$ cat config.mk
export PLATFORM = sky130hd
export DESIGN_NAME = path_common_prefix_folded_flat
export DESIGN_NICKNAME = d
export VERILOG_FILES = /design/src/sv/pcpf_pkg.sv /design/src/sv/pcpf_if.sv /design/src/sv/path_common_prefix_folded.sv /design/src/flat_wrapper.sv
export SDC_FILE = /design/constraint.sdc
export NUM_CORES = 2
export LEC_CHECK = 0
export ABC_AREA = 1
export BUFFER_PORTS_ARGS = -buffer_cell sky130_fd_sc_hd__buf_2
export CORE_MARGIN = 4
export CORE_UTILIZATION = 30
export CTS_CLUSTER_DIAMETER = 150
export DETAILED_ROUTE_END_ITERATION = 7
export SYNTH_ARGS = -nofsm -noshare
export SYNTH_HDL_FRONTEND = slang
export SYNTH_SLANG_ARGS = --single-unit
$ cat constraint.sdc
create_clock -name clk -period 5.7 [get_ports clk]
set_input_delay 1.14 -clock clk [delete_from_list [all_inputs] [get_ports clk]]
set_output_delay 1.14 -clock clk [all_outputs]
set_load 0.01 [all_outputs]
$ cat src/sv/pcpf_pkg.sv
// Package for the folded path common-prefix block.
// Holds the item payload types, command codes and the case-fold function.
// No dependencies.
package pcpf_pkg;

    typedef enum logic [1:0] {
        CMD_PAIR    = 2'd0,
        CMD_READ    = 2'd1,
        CMD_MISSING = 2'd2,
        CMD_UNUSED  = 2'd3
    } cmd_t;

    localparam logic [7:0]  BACKSLASH = 8'h5C;
    localparam logic [15:0] SEP_NONE  = 16'hFFFF;

    typedef struct packed {
        logic [1:0] command;
        logic       first_pair;
        logic [7:0] a_byte;
        logic [7:0] b_byte;
        logic [8:0] read_index;
    } pair_t;

    typedef struct packed {
        logic        finished;
        logic [15:0] prefix_count;
        logic [8:0]  copied_length;
        logic        buffer_written;
        logic [7:0]  out_byte;
    } result_t;

    // Map a byte to its case-folded form
    function automatic logic [7:0] fold(input logic [7:0] v);
        logic [7:0] r;
        begin
            r = v;
            if ((v >= 8'h61 && v <= 8'h7A) || (v >= 8'hE0 && v <= 8'hF6) ||
                (v >= 8'hF8 && v <= 8'hFE))
            begin
                r = v - 8'h20;
            end
            else
            begin
                case (v)
                    8'h88:   r = 8'h5E;
                    8'h9A:   r = 8'h8A;
                    8'h9C:   r = 8'h8C;
                    8'h9E:   r = 8'h8E;
                    8'hFF:   r = 8'h9F;
                    default: r = v;
                endcase
            end
            return r;
        end
    endfunction

endpackage

$ cat src/sv/pcpf_if.sv
// Valid/ready channel interfaces for the folded path common-prefix block.
// Depends on pcpf_pkg for the payload types.
interface pcpf_pair_if;
    logic             valid;
    logic             ready;
    pcpf_pkg::pair_t  data;

    modport source (output valid, output data, input ready);
    modport sink   (input valid, input data, output ready);
endinterface

interface pcpf_result_if;
    logic               valid;
    logic               ready;
    pcpf_pkg::result_t  data;

    modport source (output valid, output data, input ready);
    modport sink   (input valid, input data, output ready);
endinterface

$ cat src/sv/path_common_prefix_folded.sv
// Top level of the folded path common-prefix block.
// Depends on pcpf_pkg and the channel interfaces in pcpf_if.sv.
//
// Accepts one item per clock cycle unless the result side stalls it; each item
// gives one result, registered first in stage 1 (compare state updated, path A
// byte store read issued) and then in the output register, with the store's
// registered read data. Path A's bytes live in a single-port-write,
// single-port-read memory of PATH_LIMIT bytes; a read of the entry written by
// the same item is forwarded around the memory. The copy_enabled register is
// sampled when a comparison settles. No clearing pass after reset.
module path_common_prefix_folded #(
    parameter int PATH_LIMIT = 260
) (
    input  logic                 clk,
    input  logic                 rst_n,
    input  logic                 cfg_we,
    input  logic                 cfg_wdata,
    pcpf_pair_if.sink            pair,
    pcpf_result_if.source        result
);

    localparam int AW = $clog2(PATH_LIMIT);

    // Compare state
    logic [15:0]   pos_reg,   pos_next;
    logic [15:0]   sep_reg,   sep_next;
    logic          sws_reg,   sws_next;
    logic          stop_reg,  stop_next;
    logic [15:0]   cnt_reg,   cnt_next;
    logic [AW-1:0] len_reg,   len_next;
    logic          wr_reg,    wr_next;
    logic          copy_en_reg;

    // Stage 1 (memory read in flight) and output register
    logic          s1_valid_reg;
    logic          s1_fin_reg;
    logic [15:0]   s1_cnt_reg;
    logic [8:0]    s1_len_reg;
    logic          s1_wr_reg;
    logic          s1_rd_ok_reg;
    logic          s1_fwd_reg;
    logic [7:0]    s1_fwd_byte_reg;
    logic          out_valid_reg;
    pcpf_pkg::result_t out_data_reg;

    // Memory
    logic [7:0]    mem [PATH_LIMIT];
    logic [7:0]    mem_q_reg;
    logic          mem_we;
    logic [AW-1:0] mem_waddr;
    logic [AW-1:0] mem_raddr;
    logic          rd_ok;
    logic          fwd;

    // Helpers
    logic          accept;
    logic          s1_adv;
    logic          out_free;
    logic [15:0]   pos_e;
    logic [15:0]   n;
    logic [16:0]   la_known;
    logic [16:0]   wn;
    logic          mismatch;
    logic          both_end;
    logic          sep_end;
    logic [15:0]   len16;
    logic [15:0]   ridx16;
    logic [7:0]    a;
    logic [7:0]    b;

    assign a        = pair.data.a_byte;
    assign b        = pair.data.b_byte;
    assign out_free = !out_valid_reg || result.ready;
    assign s1_adv   = !s1_valid_reg || out_free;
    assign accept   = pair.valid && s1_adv;

    assign pair.ready   = s1_adv;
    assign result.valid = out_valid_reg;
    assign result.data  = out_data_reg;

    // Compute the next compare state for an accepted item
    always_comb
    begin
        pos_next  = pos_reg;
        sep_next  = sep_reg;
        sws_next  = sws_reg;
        stop_next = stop_reg;
        cnt_next  = cnt_reg;
        len_next  = len_reg;
        wr_next   = wr_reg;
        mem_we    = 1'b0;
        pos_e     = pair.data.first_pair ? 16'd0 : pos_reg;
        mem_waddr = pos_e[AW-1:0];
        mismatch  = (a == 8'd0) || (b == 8'd0) ||
                    (pcpf_pkg::fold(a) != pcpf_pkg::fold(b));
        both_end  = (a == 8'd0) && (b == 8'd0);
        sep_end   = ((a == 8'd0) && (b == pcpf_pkg::BACKSLASH)) ||
                    ((b == 8'd0) && (a == pcpf_pkg::BACKSLASH));
        n         = 16'd0;
        la_known  = 17'd0;
        wn        = 17'd0;
        if (accept)
        begin
            case (pair.data.command)
                pcpf_pkg::CMD_PAIR:
                begin
                    if (pair.data.first_pair)
                    begin
                        pos_next  = 16'd0;
                        sep_next  = pcpf_pkg::SEP_NONE;
                        sws_next  = 1'b0;
                        stop_next = 1'b0;
                        cnt_next  = 16'd0;
                        len_next  = '0;
                        wr_next   = 1'b0;
                    end
                    if (!stop_next)
                    begin
                        mem_we = (pos_e < 16'(PATH_LIMIT));
                        if (pos_e == 16'd0)
                        begin
                            sws_next = (a == pcpf_pkg::BACKSLASH);
                        end
                        if (mismatch)
                        begin
                            // Settle the prefix count
                            if (both_end)
                            begin
                                n = pos_e;
                            end
                            else if (sep_end)
                            begin
                                n = (pos_e == 16'd1 && sws_next) ? 16'd0 : pos_e;
                            end
                            else if (sep_next == pcpf_pkg::SEP_NONE)
                            begin
                                n = 16'd0;
                            end
                            else if (sep_next == 16'd1 && sws_next)
                            begin
                                n = 16'd0;
                            end
                            else
                            begin
                                n = sep_next;
                            end
                            if (n == 16'd2)
                            begin
                                n = 16'd3;
                            end
                            stop_next = 1'b1;
                            cnt_next  = n;
                            if (!copy_en_reg)
                            begin
                                len_next = '0;
                                wr_next  = 1'b0;
                            end
                            else
                            begin
                                wr_next = 1'b1;
                                if (n >= 16'(PATH_LIMIT))
                                begin
                                    len_next = '0;
                                end
                                else
                                begin
                                    la_known = (a == 8'd0) ? {1'b0, pos_e}
                                                           : {1'b0, pos_e} + 17'd1;
                                    wn       = ({1'b0, n} < la_known) ? {1'b0, n}
                                                                      : la_known;
                                    len_next = wn[AW-1:0];
                                end
                            end
                        end
                        else
                        begin
                            // Advance along the equal run
                            if (a == pcpf_pkg::BACKSLASH && pos_e != 16'hFFFF)
                            begin
                                sep_next = pos_e;
                            end
                            if (pos_e != 16'hFFFF)
                            begin
                                pos_next = pos_e + 16'd1;
                            end
                            else
                            begin
                                pos_next = pos_e;
                            end
                        end
                    end
                end
                pcpf_pkg::CMD_MISSING:
                begin
                    stop_next = 1'b1;
                    cnt_next  = 16'd0;
                    len_next  = '0;
                    wr_next   = 1'b0;
                end
                default:
                begin
                end
            endcase
        end
    end

    // Decide the read-back for this item against the updated length
    assign len16     = 16'(len_next);
    assign ridx16    = 16'(pair.data.read_index);
    assign rd_ok     = (ridx16 < len16) && (ridx16 < 16'(PATH_LIMIT));
    assign mem_raddr = ridx16[AW-1:0];
    assign fwd       = mem_we && (mem_waddr == mem_raddr);

    // Hold the compare state and the configuration register
    always_ff @(posedge clk or negedge rst_n)
    begin
        if (!rst_n)
        begin
            pos_reg     <= 16'd0;
            sep_reg     <= pcpf_pkg::SEP_NONE;
            sws_reg     <= 1'b0;
            stop_reg    <= 1'b0;
            cnt_reg     <= 16'd0;
            len_reg     <= '0;
            wr_reg      <= 1'b0;
            copy_en_reg <= 1'b1;
        end
        else
        begin
            pos_reg  <= pos_next;
            sep_reg  <= sep_next;
            sws_reg  <= sws_next;
            stop_reg <= stop_next;
            cnt_reg  <= cnt_next;
            len_reg  <= len_next;
            wr_reg   <= wr_next;
            if (cfg_we)
            begin
                copy_en_reg <= cfg_wdata;
            end
        end
    end

    // Path A byte store: write at the position, read at the requested index
    always_ff @(posedge clk)
    begin
        if (mem_we)
        begin
            mem[mem_waddr] <= a;
        end
        if (accept && rd_ok)
        begin
            mem_q_reg <= mem[mem_raddr];
        end
    end

    // Stage 1 control
    always_ff @(posedge clk or negedge rst_n)
    begin
        if (!rst_n)
        begin
            s1_valid_reg <= 1'b0;
        end
        else if (s1_adv)
        begin
            s1_valid_reg <= accept;
        end
    end

    // Stage 1 payload
    always_ff @(posedge clk)
    begin
        if (accept)
        begin
            s1_fin_reg      <= stop_next;
            s1_cnt_reg      <= cnt_next;
            s1_len_reg      <= len16[8:0];
            s1_wr_reg       <= wr_next;
            s1_rd_ok_reg    <= rd_ok;
            s1_fwd_reg      <= fwd;
            s1_fwd_byte_reg <= a;
        end
    end

    // Output register control
    always_ff @(posedge clk or negedge rst_n)
    begin
        if (!rst_n)
        begin
            out_valid_reg <= 1'b0;
        end
        else if (out_free)
        begin
            out_valid_reg <= s1_valid_reg;
        end
    end

    // Output register payload, with the byte read back from the store
    always_ff @(posedge clk)
    begin
        if (out_free && s1_valid_reg)
        begin
            out_data_reg.finished       <= s1_fin_reg;
            out_data_reg.prefix_count   <= s1_cnt_reg;
            out_data_reg.copied_length  <= s1_len_reg;
            out_data_reg.buffer_written <= s1_wr_reg;
            if (!s1_rd_ok_reg)
            begin
                out_data_reg.out_byte <= 8'd0;
            end
            else if (s1_fwd_reg)
            begin
                out_data_reg.out_byte <= s1_fwd_byte_reg;
            end
            else
            begin
                out_data_reg.out_byte <= mem_q_reg;
            end
        end
    end

endmodule

$ cat src/flat_wrapper.sv
// flat-port wrapper written by rule: the top's interface ports become plain ports
module path_common_prefix_folded_flat 
#(
    parameter int PATH_LIMIT = 260
)
  (clk, rst_n, cfg_we, cfg_wdata, pair_valid, pair_data, pair_ready, result_valid, result_data, result_ready);
  pcpf_pair_if pair_i ();
  pcpf_result_if result_i ();
  input  logic clk;
  input  logic rst_n;
  input  logic cfg_we;
  input  logic cfg_wdata;
  input wire logic [$bits(pair_i.valid)-1:0] pair_valid;
  input wire logic [$bits(pair_i.data)-1:0] pair_data;
  output wire logic [$bits(pair_i.ready)-1:0] pair_ready;
  output wire logic [$bits(result_i.valid)-1:0] result_valid;
  output wire logic [$bits(result_i.data)-1:0] result_data;
  input wire logic [$bits(result_i.ready)-1:0] result_ready;
  assign pair_i.valid = pair_valid;
  assign pair_i.data = pair_data;
  assign pair_ready = pair_i.ready;
  assign result_valid = result_i.valid;
  assign result_data = result_i.data;
  assign result_i.ready = result_ready;
  path_common_prefix_folded #(.PATH_LIMIT(PATH_LIMIT)) u_core (.clk(clk), .rst_n(rst_n), .cfg_we(cfg_we), .cfg_wdata(cfg_wdata), .pair(pair_i), .result(result_i));
endmodule
==> impl_metrics.ini <==
[floorplan]
num_io_pins = 71
fp-row-count = 201
dieArea_um2 = 310200
fp.coreArea_um2 = 300000
die_h_um = 556.9
die_x_um = 556.9
start_util_pct = 30.13

[setup_path]
worstSetupPathType = input pin to register
worstPathArrival_ns = 5.74
cp_slowest_stage_delay_ns = 0.35
path_max_fanout = 11
worstPathRequired_ns = 6.21
critPathSlowestCell = ha_1
startpoint_type = input pin
end_kind = register
cpMostUsedCell = nand2_1

[logic_synthesis]
synth_edf_count = 2160
syn-cell-area_um2 = 90400
yosysSeqAreaShare_pct = 73.52
async_flop_share_pct = 2.834
synth_seq_cells = 2223
synth_cells = 7256
synth-main-ff-cell = edfxtp_1
syn-mean-instance-area_um2 = 12.46
syn_nets = 7321
ys_warn_count = 0
ys_types = 55

[job]
maxCapViolations = 0

[global_routing]
grt_overflow = 0
antenna_found_initial = 14
grt_pass1_vias = 59309
grt_max_degree = 221
grt_usage_pct = 17.13
grt_pass1_wl_um = 400700

[placed_design]
dpl_cell_area_um2 = 98260
gp_congestion = 0.8789
place_ws_ns = -0.2734
numPortBuffers = 70
hpwl_um = 164200

[drt]
antenna_left = 0
wire_per_inst_um = 23.51
routed_via_density = 5.260
drt_first_pass_iters = 6
drt_iter0_drc = 7881
vias = 61647
drc = 0
drt-total-wl_um = 275500

[sta]
worst_pin_slew_ns = 1.357
clock_skew_ns = 0.05971
setup_violations = 0
setup_tns_ns = 0
relSlewSlack_pct = 9.408
final_period_minus_worst_setup_slack_ns = 5.228
maxSlewViolCount = 0
finalCritPeriodShare_pct = 91.71
fmax_ghz = 0.1913
final-hold-violation-count = 0
setup_ws_ns = 0.4724
rsz0062_at_grt = false

[clock_network]
clkLatencyLatePin_ns = 0.87
postCtsSetupRepairBufs = 0
clk_path_buf_depth = 3
cts-root-buf = clkbuf_16
cts_buffers = 217
clk_pin_slew_ns = 0.06
htreeDepth = 4
clock_sinks = 2223
post_cts_resized = 0
cts_tree = yes
postCtsHoldBufs = 0

[run_status]
status = completed

[pwr]
p_leak_nw = 34.22
total_power_w = 0.03538
powerDensity_nw_per_um2 = 335.4
ir_drop_uv = 264.8

[final_layout]
final_area_um2 = 105500
largest_register = u_core.mem
area_delta_synth_final_pct = 16.67
fillers = 28834
drive_above_1_share_pct = 13.08
layout.nets = 7629
largest_register_ff_count = 2080

[worst_hold_path]
hold_class = register to register
[critical path: cells and delay by family]
kind	cells	cell delay [ns]
AO/OA/AOI/OAI	8	1.21
adder cells (fa/ha/maj)	3	0.83
XOR/XNOR	1	0.16
buffers and inverters	7	0.93
AND/OR/NAND/NOR	12	1.49
[cell type report]
cell class	count	area [um2]	share of cell area (%)
Timing Repair Buffer	584	4747	4.501
Antenna cell	8	20.02	0.01898
Inverter	169	654.4	0.6204
Clock inverter	150	1559	1.478
Tap cell	3958	4952	4.695
Clock buffer	258	5637	5.344
Multi-Input combinational cell	4369	21440	20.33
Sequential cell	2223	66460	63.01
[metal layers]
layer / GRT usage (%) / vias to the layer above / share of wire (%)
met4: 7.869 / 4 / 4.7
met2: 27.69 / 2829 / 47
met1: 22.29 / 30850 / 40
met5: 0.2007 / - / 0.037
met3: 3.232 / 527 / 8.5
li1: - / 27437 / -
[cell usage in the layout (no fill, tap or decap), types with 24 or more instances in the layout]
| master | netlist | routed |
|---|---|---|
| buf_12 | 0 | 34 |
| buf_2 | 20 | 58 |
| buf_4 | 4 | 480 |
| a21oi_1 | 130 | 129 |
| inv_2 | 21 | 24 |
| edfxtp_1 | 2160 | 2160 |
| o221ai_1 | 184 | 184 |
| clkinv_1 | 9 | 51 |
| inv_1 | 139 | 134 |
| o21ai_0 | 1130 | 1130 |
| clkbuf_1 | 447 | 38 |
| clkinv_2 | 0 | 53 |
| clkbuf_16 | 0 | 219 |
| o21ai_1 | 30 | 30 |
| bufinv_16 | 0 | 25 |
| dfrtp_1 | 46 | 46 |
| o22ai_1 | 339 | 339 |
| nand2_1 | 544 | 540 |
| ha_1 | 31 | 31 |
| nand3_1 | 262 | 262 |
| o211ai_1 | 74 | 74 |
| nor2_1 | 1450 | 1444 |
[cells in the mapped netlist (13+ instances only)]
master,n,area (um2)
nand4_1,23,143.9
nand2_1,544,2042
a31oi_1,20,125.1
ha_1,31,387.9
nor2_2,13,81.33
edfxtp_1,2160,64860
o22ai_1,339,2121
o21ai_1,30,150.1
dfrtp_1,46,1151
nor2_1,1450,5443
buf_2,20,100.1
clkbuf_1,447,1678
buf_1,19,71.32
nor3_1,20,100.1
o221ai_1,184,1612
dfstp_2,17,446.7
nand2_2,19,118.9
o211ai_1,74,555.5
inv_1,139,521.8
inv_2,21,78.83
a21oi_1,130,650.6
o21ai_0,1130,5655
nand3_1,262,1311
xor2_1,21,183.9
[power breakdown]
part	internal (W)	leakage (nW)	total (W)	switching, W
clock	0.00823	3.52	0.0145	0.00628
combinational	0.000740	10.5	0.00270	0.00196
sequential	0.0181	20.2	0.0182	0.0000740
[cell families (layout without fill, tap and decap cells)]
logic type               count (synthesis)  count (layout)  synth area share [%]
XOR/XNOR                                28              28                0.2713
other                                    0               8                     0
buffers and inverters                  664            1161                 2.843
AND/OR/NAND/NOR                       2354            2354                 10.43
flip-flops                            2223            2223                 73.52
adder cells (fa/ha/maj)                 31              31                0.4291
AO/OA/AOI/OAI                         1956            1956                 12.51
[worst paths after layout]
| path | startpoint | to | slack, ns | cells past startpoint |
|---|---|---|---|---|
| max | pair_data[25] | u_core.mem_q_reg[2] | 0.47 | 31 |
| min | u_core.s1_wr_reg | u_core.result.data[8] | 0.40 | 0 |
| max reg2reg | u_core.pos_reg[1] | u_core.mem_q_reg[2] | 0.58 | 29 |
| min reg2reg | u_core.s1_wr_reg | u_core.result.data[8] | 0.40 | 0 |
| max in group asynchronous | rst_n | u_core.pos_reg[12] | 4.59 | 2 |
| min in group asynchronous | rst_n | u_core.result.valid | 0.50 | 2 |
[per-stage QoR]
| step | hold WS (ns) | cells | utilization (%) |
|---|---|---|---|
| 5_1_grt | 0.3990 | 11716 | 35.15 |
| 3_5_place_dp | 0.4056 | 11303 | 32.75 |
| 4_1_cts | 0.3931 | 11711 | 35.15 |
| 6_report | 0.3954 | 11719 | 35.15 |
| 2_1_floorplan | 0.4003 | 7256 | - |
| 3_3_place_gp | 0.4069 | 11303 | 32.75 |
Note: power is estimated with default switching activity, not from simulation.
